===== src/sv/itf_pkg.sv =====
`timescale 1ns / 1ps
// Shared types, constants and character helpers for the integer-to-text formatter.
package itf_pkg;

   localparam int MAX_CHARS_DEF   = 64;
   localparam int DIGIT_SLOTS_DEF = 64;
   localparam int VALUE_BITS_DEF  = 64;

   localparam int VALUE_W = 64;
   localparam int RADIX_W = 6;
   localparam int COUNT_W = 6;
   localparam int CHAR_W  = 8;
   localparam int DIGIT_W = 6;
   localparam int POS_W   = 8;
   localparam int CHUNK_W = 8;

   localparam logic [RADIX_W-1:0] RADIX_MIN = 6'd2;
   localparam logic [RADIX_W-1:0] RADIX_MAX = 6'd36;
   localparam logic [RADIX_W-1:0] RADIX_HEX = 6'd16;
   localparam logic [RADIX_W-1:0] RADIX_OCT = 6'd8;

   localparam logic [DIGIT_W-1:0] HEX_LETTER = 6'd33;
   localparam logic [DIGIT_W-1:0] OCT_LETTER = 6'd24;
   localparam logic [DIGIT_W-1:0] DEC_DIGITS = 6'd10;

   localparam logic [CHAR_W-1:0] CH_NUL     = 8'h00;
   localparam logic [CHAR_W-1:0] CH_SPACE   = 8'h20;
   localparam logic [CHAR_W-1:0] CH_PLUS    = 8'h2B;
   localparam logic [CHAR_W-1:0] CH_MINUS   = 8'h2D;
   localparam logic [CHAR_W-1:0] CH_ZERO    = 8'h30;
   localparam logic [CHAR_W-1:0] CH_UPPER_A = 8'h41;
   localparam logic [CHAR_W-1:0] CH_LOWER_A = 8'h61;

   typedef enum logic [2:0] {
      ST_IDLE,
      ST_ERROR,
      ST_DIV_START,
      ST_DIV_WAIT,
      ST_LAYOUT,
      ST_EMIT
   } state_type;

   typedef struct packed {
      logic capture;
      logic div_start;
      logic layout;
      logic err_send;
   } cmd_type;

   typedef struct packed {
      logic req_bad;
      logic div_done;
      logic quo_zero;
      logic emit_done;
      logic out_free;
   } status_type;

   // Digit value 0..35 to its ASCII character.
   function automatic logic [CHAR_W-1:0] digit_char(input logic [DIGIT_W-1:0] digit,
                                                    input logic lower);
      logic [CHAR_W-1:0] letter_base;
      letter_base = lower ? CH_LOWER_A : CH_UPPER_A;
      if (digit < DEC_DIGITS)
         return CH_ZERO + CHAR_W'(digit);
      else
         return letter_base + CHAR_W'(digit - DEC_DIGITS);
   endfunction

endpackage


===== src/sv/itf_div_unit.sv =====
`timescale 1ns / 1ps
// Iterative divider by a small base: one byte of quotient per cycle, shift path for powers of two.
module itf_div_unit #(
   parameter int VALUE_BITS = itf_pkg::VALUE_BITS_DEF
) (
   input  logic                              clock,
   input  logic                              reset,
   input  logic                              start,
   input  logic [VALUE_BITS-1:0]             dividend,
   input  logic [itf_pkg::RADIX_W-1:0]       divisor,
   output logic                              done,
   output logic [VALUE_BITS-1:0]             quotient,
   output logic [itf_pkg::DIGIT_W-1:0]       remainder
);
   import itf_pkg::*;

   localparam int CHUNKS = (VALUE_BITS + CHUNK_W - 1) / CHUNK_W;
   localparam int PAD_W  = CHUNKS * CHUNK_W;
   localparam int CIDX_W = (CHUNKS > 1) ? $clog2(CHUNKS) : 1;

   logic                busy_ff;
   logic                done_ff;
   logic [CIDX_W-1:0]   idx_ff;
   logic [DIGIT_W-1:0]  rem_ff;
   logic [PAD_W-1:0]    quo_ff;
   logic [PAD_W-1:0]    dvd_ff;

   logic [PAD_W-1:0]    dvd_pad;
   logic [CIDX_W-1:0]   top_idx;
   logic                is_pow2;
   logic [2:0]          shift_amt;
   logic [PAD_W-1:0]    pow2_quo;
   logic [DIGIT_W-1:0]  pow2_rem;
   logic [CHUNK_W-1:0]  cur_chunk;
   logic [CHUNK_W-1:0]  quo_chunk;
   logic [DIGIT_W-1:0]  rem_in;
   logic [DIGIT_W:0]    trial;
   logic [DIGIT_W-1:0]  part_rem;

   assign dvd_pad = PAD_W'(dividend);

   // highest nonzero byte; bytes above it give zero quotient and no remainder
   always_comb begin
      top_idx = '0;
      for (int c = 0; c < CHUNKS; c++) begin
         if (dvd_pad[c*CHUNK_W +: CHUNK_W] != '0)
            top_idx = CIDX_W'(c);
      end
   end

   assign is_pow2 = ((divisor & (divisor - 1'b1)) == '0);

   always_comb begin
      case (divisor)
         6'd2:    shift_amt = 3'd1;
         6'd4:    shift_amt = 3'd2;
         6'd8:    shift_amt = 3'd3;
         6'd16:   shift_amt = 3'd4;
         6'd32:   shift_amt = 3'd5;
         default: shift_amt = 3'd0;
      endcase
   end

   assign pow2_quo = dvd_pad >> shift_amt;
   assign pow2_rem = dvd_pad[DIGIT_W-1:0] & (divisor - 1'b1);

   assign cur_chunk = dvd_ff[idx_ff*CHUNK_W +: CHUNK_W];

   // restoring division, eight quotient bits
   always_comb begin
      part_rem  = rem_ff;
      quo_chunk = '0;
      trial     = '0;
      for (int i = CHUNK_W - 1; i >= 0; i--) begin
         trial = {part_rem, cur_chunk[i]};
         if (trial >= {1'b0, divisor}) begin
            trial        = trial - {1'b0, divisor};
            quo_chunk[i] = 1'b1;
         end
         part_rem = trial[DIGIT_W-1:0];
      end
      rem_in = part_rem;
   end

   always_ff @(posedge clock) begin
      if (reset) begin
         busy_ff <= 1'b0;
         done_ff <= 1'b0;
      end else begin
         done_ff <= 1'b0;
         if (start) begin
            if (is_pow2) begin
               done_ff <= 1'b1;
            end else begin
               busy_ff <= 1'b1;
            end
         end else if (busy_ff && idx_ff == '0) begin
            busy_ff <= 1'b0;
            done_ff <= 1'b1;
         end
      end
   end

   always_ff @(posedge clock) begin
      if (start) begin
         if (is_pow2) begin
            quo_ff <= pow2_quo;
            rem_ff <= pow2_rem;
         end else begin
            quo_ff <= '0;
            rem_ff <= '0;
            dvd_ff <= dvd_pad;
            idx_ff <= top_idx;
         end
      end else if (busy_ff) begin
         quo_ff[idx_ff*CHUNK_W +: CHUNK_W] <= quo_chunk;
         rem_ff <= rem_in;
         if (idx_ff != '0)
            idx_ff <= idx_ff - 1'b1;
      end
   end

   assign done      = done_ff;
   assign quotient  = quo_ff[VALUE_BITS-1:0];
   assign remainder = rem_ff;

endmodule


===== src/sv/itf_datapath.sv =====
`timescale 1ns / 1ps
// Datapath: item registers, digit store, field layout, character pipeline and result register.
module itf_datapath #(
   parameter int MAX_CHARS   = itf_pkg::MAX_CHARS_DEF,
   parameter int DIGIT_SLOTS = itf_pkg::DIGIT_SLOTS_DEF,
   parameter int VALUE_BITS  = itf_pkg::VALUE_BITS_DEF
) (
   input  logic                          clock,
   input  logic                          reset,
   input  itf_pkg::cmd_type              cmd,
   output itf_pkg::status_type           status,
   input  logic [itf_pkg::VALUE_W-1:0]   req_value,
   input  logic [itf_pkg::RADIX_W-1:0]   req_radix,
   input  logic [itf_pkg::COUNT_W-1:0]   req_min_width,
   input  logic [itf_pkg::COUNT_W-1:0]   req_min_digits,
   input  logic                          req_align_left,
   input  logic                          req_show_plus,
   input  logic                          req_show_space,
   input  logic                          req_with_prefix,
   input  logic                          req_zero_fill,
   input  logic                          req_signed_mode,
   input  logic                          req_lower_case,
   output logic                          rsp_valid,
   input  logic                          rsp_stall,
   output logic [itf_pkg::CHAR_W-1:0]    rsp_out_char,
   output logic                          rsp_last_char,
   output logic                          rsp_cut_off,
   output logic                          rsp_bad_radix
);
   import itf_pkg::*;

   localparam int DIDX_W = $clog2(DIGIT_SLOTS);
   localparam int ND_W   = $clog2(DIGIT_SLOTS + 1);

   // item registers
   logic [VALUE_BITS-1:0] mag_ff, mag_in;
   logic [RADIX_W-1:0]    radix_ff;
   logic [COUNT_W-1:0]    width_ff;
   logic [COUNT_W-1:0]    prec_ff;
   logic                  left_ff;
   logic                  zfill_ff;
   logic                  pfx_ff;
   logic                  sign_ff, sign_in;
   logic [CHAR_W-1:0]     sign_char_ff, sign_char_in;
   logic                  lower_ff;
   logic [ND_W-1:0]       nd_ff;

   // layout registers: end position of each segment
   logic [POS_W-1:0] lead_end_ff, lead_end_in;
   logic [POS_W-1:0] sign_end_ff, sign_end_in;
   logic [POS_W-1:0] pfx_end_ff, pfx_end_in;
   logic [POS_W-1:0] prec_end_ff, prec_end_in;
   logic [POS_W-1:0] digit_end_ff, digit_end_in;
   logic [POS_W-1:0] count_ff, count_in;
   logic             cut_ff, cut_in;
   logic             pfx_two_ff;

   // character pipeline
   logic              a_active_ff;
   logic [POS_W-1:0]  k_ff;
   logic              b_valid_ff;
   logic [CHAR_W-1:0] b_char_ff, b_char_in;
   logic              b_digit_ff, b_digit_in;
   logic              b_last_ff, b_last_in;
   logic [DIGIT_W-1:0] mem_rd_ff;
   logic [DIGIT_W-1:0] digit_mem_ff [DIGIT_SLOTS];

   logic              rsp_valid_ff;
   logic [CHAR_W-1:0] rsp_char_ff;
   logic              rsp_last_ff;
   logic              rsp_cut_ff;
   logic              rsp_bad_ff;

   logic [VALUE_BITS-1:0] v_low;
   logic                  neg;
   logic                  div_done;
   logic [VALUE_BITS-1:0] div_quo;
   logic [DIGIT_W-1:0]    div_rem;
   logic [POS_W-1:0]      nd_pos, prec_eff, pfx_len, sign_len, used, width_pos, pad, total;
   logic                  out_free;
   logic                  b_move;
   logic                  issue;
   logic [POS_W-1:0]      rd_pos;
   logic [DIDX_W-1:0]     rd_addr;

   // ---------------------------------------------------------------- capture
   assign v_low = req_value[VALUE_BITS-1:0];
   assign neg   = req_signed_mode & v_low[VALUE_BITS-1];
   // most negative value maps to 2^(VALUE_BITS-1) as an unsigned magnitude
   assign mag_in = neg ? (VALUE_BITS'(0) - v_low) : v_low;

   always_comb begin
      if (req_signed_mode) begin
         sign_in      = neg;
         sign_char_in = CH_MINUS;
      end else begin
         sign_in      = req_show_plus | req_show_space;
         sign_char_in = req_show_plus ? CH_PLUS : CH_SPACE;
      end
   end

   itf_div_unit #(
      .VALUE_BITS (VALUE_BITS)
   ) u_div (
      .clock     (clock),
      .reset     (reset),
      .start     (cmd.div_start),
      .dividend  (mag_ff),
      .divisor   (radix_ff),
      .done      (div_done),
      .quotient  (div_quo),
      .remainder (div_rem)
   );

   always_ff @(posedge clock) begin
      if (cmd.capture) begin
         mag_ff       <= mag_in;
         radix_ff     <= req_radix;
         width_ff     <= req_min_width;
         prec_ff      <= req_min_digits;
         left_ff      <= req_align_left;
         zfill_ff     <= req_zero_fill & ~req_align_left;
         pfx_ff       <= req_with_prefix;
         sign_ff      <= sign_in;
         sign_char_ff <= sign_char_in;
         lower_ff     <= req_lower_case;
      end else if (div_done) begin
         mag_ff <= div_quo;
      end
   end

   always_ff @(posedge clock) begin
      if (reset) begin
         nd_ff <= '0;
      end else if (cmd.capture) begin
         nd_ff <= '0;
      end else if (div_done) begin
         nd_ff <= nd_ff + 1'b1;
      end
   end

   // ----------------------------------------------------------------- layout
   assign nd_pos    = POS_W'(nd_ff);
   assign prec_eff  = (nd_pos > POS_W'(prec_ff)) ? nd_pos : POS_W'(prec_ff);
   assign sign_len  = POS_W'(sign_ff);
   assign width_pos = POS_W'(width_ff);

   always_comb begin
      pfx_len = '0;
      if (pfx_ff) begin
         if (radix_ff == RADIX_HEX)
            pfx_len = POS_W'(2);
         else if (radix_ff == RADIX_OCT)
            pfx_len = POS_W'(1);
      end
   end

   assign used  = sign_len + pfx_len + prec_eff;
   assign pad   = (width_pos > used) ? (width_pos - used) : '0;
   assign total = used + pad;

   always_comb begin
      lead_end_in  = (!left_ff && !zfill_ff) ? pad : '0;
      sign_end_in  = lead_end_in + sign_len;
      pfx_end_in   = sign_end_in + pfx_len;
      prec_end_in  = pfx_end_in + (zfill_ff ? pad : '0) + (prec_eff - nd_pos);
      digit_end_in = prec_end_in + nd_pos;
      cut_in       = total > POS_W'(MAX_CHARS);
      count_in     = cut_in ? POS_W'(MAX_CHARS) : total;
   end

   always_ff @(posedge clock) begin
      if (cmd.layout) begin
         lead_end_ff  <= lead_end_in;
         sign_end_ff  <= sign_end_in;
         pfx_end_ff   <= pfx_end_in;
         prec_end_ff  <= prec_end_in;
         digit_end_ff <= digit_end_in;
         count_ff     <= count_in;
         cut_ff       <= cut_in;
         pfx_two_ff   <= (pfx_len == POS_W'(2));
      end
   end

   // ------------------------------------------------------ character pipeline
   assign out_free = ~rsp_valid_ff | ~rsp_stall;
   assign b_move   = b_valid_ff & out_free;
   assign issue    = a_active_ff & (~b_valid_ff | b_move);

   // digits are stored least significant first
   assign rd_pos  = digit_end_ff - POS_W'(1) - k_ff;
   assign rd_addr = rd_pos[DIDX_W-1:0];

   always_comb begin
      b_digit_in = 1'b0;
      if (k_ff < lead_end_ff) begin
         b_char_in = CH_SPACE;
      end else if (k_ff < sign_end_ff) begin
         b_char_in = sign_char_ff;
      end else if (k_ff < pfx_end_ff) begin
         if (pfx_two_ff && k_ff == sign_end_ff)
            b_char_in = CH_ZERO;
         else
            b_char_in = digit_char(pfx_two_ff ? HEX_LETTER : OCT_LETTER, lower_ff);
      end else if (k_ff < prec_end_ff) begin
         b_char_in = CH_ZERO;
      end else if (k_ff < digit_end_ff) begin
         b_char_in  = CH_ZERO;
         b_digit_in = 1'b1;
      end else begin
         b_char_in = CH_SPACE;
      end
      b_last_in = (k_ff == count_ff - POS_W'(1));
   end

   always_ff @(posedge clock) begin
      if (div_done)
         digit_mem_ff[nd_ff[DIDX_W-1:0]] <= div_rem;
      if (issue)
         mem_rd_ff <= digit_mem_ff[rd_addr];
   end

   always_ff @(posedge clock) begin
      if (reset) begin
         a_active_ff <= 1'b0;
         b_valid_ff  <= 1'b0;
      end else begin
         if (cmd.layout) begin
            a_active_ff <= 1'b1;
         end else if (issue && b_last_in) begin
            a_active_ff <= 1'b0;
         end
         if (issue) begin
            b_valid_ff <= 1'b1;
         end else if (b_move) begin
            b_valid_ff <= 1'b0;
         end
      end
   end

   always_ff @(posedge clock) begin
      if (cmd.layout) begin
         k_ff <= '0;
      end else if (issue) begin
         k_ff <= k_ff + 1'b1;
      end
      if (issue) begin
         b_char_ff  <= b_char_in;
         b_digit_ff <= b_digit_in;
         b_last_ff  <= b_last_in;
      end
   end

   // ---------------------------------------------------------- result register
   always_ff @(posedge clock) begin
      if (reset) begin
         rsp_valid_ff <= 1'b0;
      end else if (cmd.err_send || b_move) begin
         rsp_valid_ff <= 1'b1;
      end else if (!rsp_stall) begin
         rsp_valid_ff <= 1'b0;
      end
   end

   always_ff @(posedge clock) begin
      if (cmd.err_send) begin
         rsp_char_ff <= CH_NUL;
         rsp_last_ff <= 1'b1;
         rsp_cut_ff  <= 1'b0;
         rsp_bad_ff  <= 1'b1;
      end else if (b_move) begin
         rsp_char_ff <= b_digit_ff ? digit_char(mem_rd_ff, lower_ff) : b_char_ff;
         rsp_last_ff <= b_last_ff;
         rsp_cut_ff  <= b_last_ff & cut_ff;
         rsp_bad_ff  <= 1'b0;
      end
   end

   assign rsp_valid     = rsp_valid_ff;
   assign rsp_out_char  = rsp_char_ff;
   assign rsp_last_char = rsp_last_ff;
   assign rsp_cut_off   = rsp_cut_ff;
   assign rsp_bad_radix = rsp_bad_ff;

   assign status.req_bad   = (req_radix < RADIX_MIN) || (req_radix > RADIX_MAX);
   assign status.div_done  = div_done;
   assign status.quo_zero  = (div_quo == '0);
   assign status.emit_done = ~a_active_ff & ~b_valid_ff;
   assign status.out_free  = out_free;

   a_digit_room: assert property (@(posedge clock) disable iff (reset)
      div_done |-> nd_ff < ND_W'(DIGIT_SLOTS))
      else $error("digit store overflow");

   a_issue_in_range: assert property (@(posedge clock) disable iff (reset)
      issue |-> k_ff < count_ff)
      else $error("character issued past end of text");

   a_error_alone: assert property (@(posedge clock) disable iff (reset)
      cmd.err_send |-> !b_valid_ff && !a_active_ff && out_free)
      else $error("error result collides with character pipeline");

endmodule


===== src/sv/itf_ctrl.sv =====
`timescale 1ns / 1ps
// Controller state machine: sequences capture, digit conversion, layout and emission.
module itf_ctrl (
   input  logic                  clock,
   input  logic                  reset,
   input  logic                  req_valid,
   output logic                  req_stall,
   output itf_pkg::cmd_type      cmd,
   input  itf_pkg::status_type   status
);
   import itf_pkg::*;

   state_type state_ff, state_in;

   always_ff @(posedge clock) begin
      if (reset) begin
         state_ff <= ST_IDLE;
      end else begin
         state_ff <= state_in;
      end
   end

   always_comb begin
      state_in = state_ff;
      case (state_ff)
         ST_IDLE: begin
            if (req_valid)
               state_in = status.req_bad ? ST_ERROR : ST_DIV_START;
         end
         ST_ERROR: begin
            if (status.out_free)
               state_in = ST_IDLE;
         end
         ST_DIV_START: begin
            state_in = ST_DIV_WAIT;
         end
         ST_DIV_WAIT: begin
            if (status.div_done)
               state_in = status.quo_zero ? ST_LAYOUT : ST_DIV_START;
         end
         ST_LAYOUT: begin
            state_in = ST_EMIT;
         end
         ST_EMIT: begin
            if (status.emit_done)
               state_in = ST_IDLE;
         end
         default: begin
            state_in = ST_IDLE;
         end
      endcase
   end

   always_comb begin
      req_stall     = 1'b1;
      cmd.capture   = 1'b0;
      cmd.div_start = 1'b0;
      cmd.layout    = 1'b0;
      cmd.err_send  = 1'b0;
      case (state_ff)
         ST_IDLE: begin
            req_stall   = 1'b0;
            cmd.capture = req_valid;
         end
         ST_ERROR: begin
            cmd.err_send = status.out_free;
         end
         ST_DIV_START: begin
            cmd.div_start = 1'b1;
         end
         ST_LAYOUT: begin
            cmd.layout = 1'b1;
         end
         default: begin
         end
      endcase
   end

   a_done_when_waiting: assert property (@(posedge clock) disable iff (reset)
      status.div_done |-> state_ff == ST_DIV_WAIT)
      else $error("divider finished outside of a conversion step");

   a_emit_exit: assert property (@(posedge clock) disable iff (reset)
      state_ff == ST_EMIT && status.emit_done |=> state_ff == ST_IDLE)
      else $error("emission end did not return to idle");

   a_busy_stalls: assert property (@(posedge clock) disable iff (reset)
      state_ff != ST_IDLE |-> req_stall)
      else $error("request taken while an item is in flight");

endmodule


===== src/sv/integer_to_text_formatter.sv =====
`timescale 1ns / 1ps
// Top level of the integer-to-text formatter.
//
// Request channel (req_*): one transfer carries a number and its printf-style
// format; it is taken when req_valid is high and req_stall is low. The block
// works on one item at a time and raises req_stall until the item's last
// character has left the character pipeline.
// Response channel (rsp_*): one ASCII character per transfer, last_char on
// the final one, cut_off on that final one when the text exceeded MAX_CHARS.
// A base outside 2..36 gives a single transfer with bad_radix set.
// Per item: a capture step, then per digit one divider pass, by shifting for
// a power-of-two base or byte-serially over the significant bytes of the
// remaining value otherwise; then a layout step and one character per cycle
// when not stalled, through a two-stage read pipeline on the digit store.
// While a valid result meets rsp_stall, the result register and pipeline
// hold; the block takes the next request while the final character still
// waits in the result register. Synchronous reset returns the controller to
// idle and empties the pipeline; the digit store needs no clearing.
module integer_to_text_formatter #(
   parameter int MAX_CHARS   = itf_pkg::MAX_CHARS_DEF,
   parameter int DIGIT_SLOTS = itf_pkg::DIGIT_SLOTS_DEF,
   parameter int VALUE_BITS  = itf_pkg::VALUE_BITS_DEF
) (
   input  logic                          clock,
   input  logic                          reset,
   input  logic                          req_valid,
   output logic                          req_stall,
   input  logic [itf_pkg::VALUE_W-1:0]   req_value,
   input  logic [itf_pkg::RADIX_W-1:0]   req_radix,
   input  logic [itf_pkg::COUNT_W-1:0]   req_min_width,
   input  logic [itf_pkg::COUNT_W-1:0]   req_min_digits,
   input  logic                          req_align_left,
   input  logic                          req_show_plus,
   input  logic                          req_show_space,
   input  logic                          req_with_prefix,
   input  logic                          req_zero_fill,
   input  logic                          req_signed_mode,
   input  logic                          req_lower_case,
   output logic                          rsp_valid,
   input  logic                          rsp_stall,
   output logic [itf_pkg::CHAR_W-1:0]    rsp_out_char,
   output logic                          rsp_last_char,
   output logic                          rsp_cut_off,
   output logic                          rsp_bad_radix
);
   import itf_pkg::*;

   cmd_type    cmd;
   status_type status;

   itf_ctrl u_ctrl (
      .clock     (clock),
      .reset     (reset),
      .req_valid (req_valid),
      .req_stall (req_stall),
      .cmd       (cmd),
      .status    (status)
   );

   itf_datapath #(
      .MAX_CHARS   (MAX_CHARS),
      .DIGIT_SLOTS (DIGIT_SLOTS),
      .VALUE_BITS  (VALUE_BITS)
   ) u_datapath (
      .clock           (clock),
      .reset           (reset),
      .cmd             (cmd),
      .status          (status),
      .req_value       (req_value),
      .req_radix       (req_radix),
      .req_min_width   (req_min_width),
      .req_min_digits  (req_min_digits),
      .req_align_left  (req_align_left),
      .req_show_plus   (req_show_plus),
      .req_show_space  (req_show_space),
      .req_with_prefix (req_with_prefix),
      .req_zero_fill   (req_zero_fill),
      .req_signed_mode (req_signed_mode),
      .req_lower_case  (req_lower_case),
      .rsp_valid       (rsp_valid),
      .rsp_stall       (rsp_stall),
      .rsp_out_char    (rsp_out_char),
      .rsp_last_char   (rsp_last_char),
      .rsp_cut_off     (rsp_cut_off),
      .rsp_bad_radix   (rsp_bad_radix)
   );

endmodule

===== config.mk =====
export PLATFORM = sky130hd
export DESIGN_NAME = integer_to_text_formatter
export DESIGN_NICKNAME = d
export VERILOG_FILES = /design/src/sv/itf_pkg.sv /design/src/sv/itf_div_unit.sv /design/src/sv/itf_datapath.sv /design/src/sv/itf_ctrl.sv /design/src/sv/integer_to_text_formatter.sv
export SDC_FILE = /design/constraint.sdc
export NUM_CORES = 1
export LEC_CHECK = 0
export BUFFER_PORTS_ARGS = -buffer_cell sky130_fd_sc_hd__buf_2
export CAP_MARGIN = 25
export CORE_ASPECT_RATIO = 1.5
export CORE_MARGIN = 4
export CORE_UTILIZATION = 45
export CTS_CLUSTER_DIAMETER = 80
export DETAILED_ROUTE_END_ITERATION = 7
export GPL_TIMING_DRIVEN = 0
export MAX_ROUTING_LAYER = met4
export PLACE_DENSITY = 0.6
export SYNTH_ARGS = -nofsm -noshare
export SYNTH_HDL_FRONTEND = slang
export SYNTH_HIERARCHICAL = 1
export SYNTH_SLANG_ARGS = --single-unit

===== constraint.sdc =====
create_clock -name clock -period 24.1 [get_ports clock]
set_input_delay 0 -clock clock [delete_from_list [all_inputs] [get_ports clock]]
set_output_delay 0 -clock clock [all_outputs]
set_load 0.01 [all_outputs]

==> results.txt <==
- Run status: finished clean
* Worst slew margin: 0.218
- Worst Setup End Kind: register
- The share of the Yosys chip area taken by registers is 0.553.
* Maximum number of pins on one net before global-route repair: 65
- In the final layout, the multi-input gates occupy 15900 sq um.
- In the final layout, flip-flops and latches occupy 21000 sq um.
* Clock tree skew after final layout: 24.0 ps
- Post-route setup TNS: 0 ps
* Nature of the critical path startpoint: register
- On the critical path, the stage with the largest delay is an instance of a211oi_1.
- Post-Synthesis Mean Instance Area: 13.3 sq um
- DP Wirelength: 84000 um
- Dividing the detail-routed wire length by the instance count gives 25.1 um.
- The count of buffers added on input and output ports is 104.
* Core area: 83800 sq um
* Wirelength, routed: 109000 um
- Timing would allow up to 0.0434 GHz.
- Count of clock tree sinks: 710
* Count of H-tree levels built during CTS: 3
- RSZ-0062 raised after global routing: no
* Number of hold-slack violations in the final timing report: 0
* Tmin final: 23030 ps
- In this run, synthesis produced a sequential element count of 710.
- The area growth from synthesis to layout is 15.6%.
- Number of antenna violations at the first check in global routing: 2
- Number of detailed-route iterations in the first pass: 5
- CTS resizes: 0
- MaxCap Viol Count: 0
- The netlist uses 108 different library cells.
* Synth async-reset ratio: 0
- Wire length of the first global-routing pass: 163000 um
* Post-layout nets: 3449
- For this run, the number of Yosys warnings is 6.
- After detailed routing, the number of remaining DRC violations is 0.
- Cts bufs inserted: 70
* Root buffer cell: clkbuf_16
- The mapped netlist covers 37900 sq um.
* Effective utilization at floorplan: 0.453
* Number of top-level design ports: 106
- Clock-pin slew was measured on the worst setup and hold paths at 60 ps.
- First-iteration detailed-routing DRC count: 1731
* DR vias: 25.4k
- Number of buffers between clock root and the deepest sink: 3
* Path depth of the worst reg2reg path: 80
* Pins over their slew limit: 0
- Slew of the pin with the lowest slew margin: 1160 ps
- Number of standard cells after synthesis: 2863
* Antenna Nets Post-Route: 0
- Yosys mapped a number of flops with a built-in enable equal to 676.
- STA puts the critical path data arrival time at 23380 ps.
- Most used flip-flop cell after synthesis: edfxtp_1
- The later pin in the worst-skew pair is clocked with a latency of 640 ps.
- After floorplanning, the core was divided into 130 placement rows.
* Setup Crit Path Kind: register to register
- Detail-routed via count per cell: 5.83
- Number of global-route vias before repair: 26.7k
- TritonCTS built the clock tree.
* Antenna diode count: 0
- Weighted congestion at the end of routability-driven global placement: 1.00
- Global-route total usage across every layer: 0.249
- Dividing the final minimum period by the clock period gives 0.956.
- After filler insertion, the fill cell instance count of the layout stands at 7035.
- Of all nets on the critical path, the largest fanout is 10.
- Setup violations remaining at the end of the flow were counted as 0.
* Cell depth of the worst min-delay path: 2
- Area of the die: 89100 sq um
- In this run the worst hold path is classified as input pin to register.
- Total gr overflow: 0
- Die Span X: 245 um
* Cell occurring most often along the worst timing path: ha_1
- Of the cells placed in the final design, the portion with a size suffix greater than 1 is 0.146.
- For this run, the slowest stage of the critical path takes 780 ps.
* Die boundary height: 364 um
- For the worst setup path, the data required time is 24450 ps.
==> cells in the mapped netlist, types with 7 or more instances <==
cell type,number,area [sq um]
edfxtp_1,676,20300
nor2_1,254,953
mux2i_1,201,2010
a21oi_1,171,856
inv_1,152,571
ha_1,149,1860
mux4_2,136,3060
nand2_1,104,390
xnor2_1,91,797
clkbuf_1,86,323
o21ai_0,69,345
xor2_1,63,552
o22ai_1,56,350
nand3_1,46,230
a21o_1,41,308
nor3_1,40,200
nor4_1,40,250
dfxtp_1,34,681
nor2b_1,32,200
nand2b_1,31,194
fa_1,29,581
nand4_1,24,150
a211oi_1,21,158
mux2_2,20,225
and3_1,19,119
buf_1,19,71.3
and2_1,13,81.3
buf_2,12,60.1
o21a_1,12,90.1
o31ai_1,12,90.1
or2_2,11,68.8
o21ai_1,10,50.1
nand3b_1,9,67.6
o21bai_1,9,67.6
o32ai_1,9,78.8
a31oi_1,8,50.1
or3_1,8,50.1
o211ai_1,7,52.6
==> area by class of cell <==
cell class,instances,area share
timing repair buffer,241,0.0480
clock inverter,47,0.0129
multi-input combinational,1875,0.362
sequential,710,0.478
clock buffer,78,0.0411
inverter,155,0.0133
tap,1122,0.0320
buffer,125,0.0122
==> layout by cell type (no fill, tap or decap), types with 69 or more instances in the layout <==
cell type,count
dlygate4sd3_1,112
nand2_1,104
xnor2_1,91
a21oi_1,171
mux2i_1,201
o21ai_0,69
nor2_1,252
clkbuf_16,70
inv_1,151
clkbuf_1,92
buf_2,118
edfxtp_1,676
mux4_2,136
ha_1,149
==> flip-flops by register name, indices dropped and copies added, names as in the netlist, 6 cells and up <==
register,cells
u_datapath/u_div/remainder,6
u_datapath/digit_end_ff,8
u_datapath/u_div/dvd_ff,64
u_datapath/u_div/quotient,64
u_datapath/prec_ff,6
u_datapath/pfx_end_ff,8
u_datapath/k_ff,8
u_datapath/sign_end_ff,8
u_datapath/rsp_out_char,8
u_datapath/mag_ff,64
u_datapath/b_char_ff,7
u_datapath/mem_rd_ff,6
u_datapath/width_ff,6
u_datapath/prec_end_ff,8
u_datapath/digit_mem_ff,384
u_datapath/nd_ff,7
u_datapath/lead_end_ff,8
u_datapath/count_ff,8
u_datapath/radix_ff,6
==> metrics by stage <==
stage                     std cells   util  hold WS (ps)  setup WS [ps]  instance area, sq um
after floorplan                2865      -          66.2           6890                 38000
after global placement         4091  0.476           177           1250                 39900
after detailed placement       4109  0.481           178           1370                 40300
after CTS                      4346  0.522          47.1           1330                 43800
after global routing           4353  0.523          79.8            305                 43800
final                          4353  0.523          93.2           1070                 43800
==> cells by family (layout without fill, tap and decap cells) <==
kind of cell / Yosys count / after routing / share of synthesized area
DFF: 710 / 710 / 0.553
xor gates and xnor gates: 157 / 157 / 0.0372
other: 1 / 3 / 0.0000988
buffers and inverters: 280 / 646 / 0.0294
muxes: 360 / 360 / 0.141
adders and majority gates: 178 / 178 / 0.0644
and+or+nand+nor: 678 / 678 / 0.0895
AOI/OAI and AO/OA: 499 / 499 / 0.0856
==> critical path: cells and delay by family, from the launching register on <==
family / cells / cell delay, ps
AND/OR/NAND/NOR: 15 / 2900
flip-flops: 1 / 390
multiplexers: 7 / 2800
adder cells (fa/ha/maj): 8 / 2660
buffers and inverters: 11 / 4880
AO/OA/AOI/OAI: 39 / 9090
==> layer usage <==
layer | track usage | wire length (um) | share of wire
met2 | 0.458 | 58800 | 0.54
met3 | 0.0285 | 4510 | 0.041
met1 | 0.255 | 38400 | 0.35
met5 | - | 0 | 0
met4 | 0.143 | 7410 | 0.068
==> path summary, 6_finish.rpt <==
path / from / endpoint / slack [ps]
worst max-delay path: u_datapath/u_div/idx_ff[0]$_DFFE_PP_ / u_datapath/u_div/remainder[2]$_DFFE_PN_ / 1070
worst min register to register: u_datapath/rsp_bad_radix$_SDFFE_PP1P_ / u_datapath/rsp_bad_radix$_SDFFE_PP1P_ / 460
worst max register to register: u_datapath/u_div/idx_ff[0]$_DFFE_PP_ / u_datapath/u_div/remainder[2]$_DFFE_PN_ / 1070
worst min-delay path: req_lower_case / u_datapath/lower_ff$_DFFE_PP_ / 90
==> what timing repair did <==
item,CTS,global route
endpoints found under the hold margin,101,0
buffers inserted,0,0
hold buffers,112,0
Power is left out: the tool's default activity adds up to more than one toggle a clock period on the data nets, which glitch-free logic cannot reach.
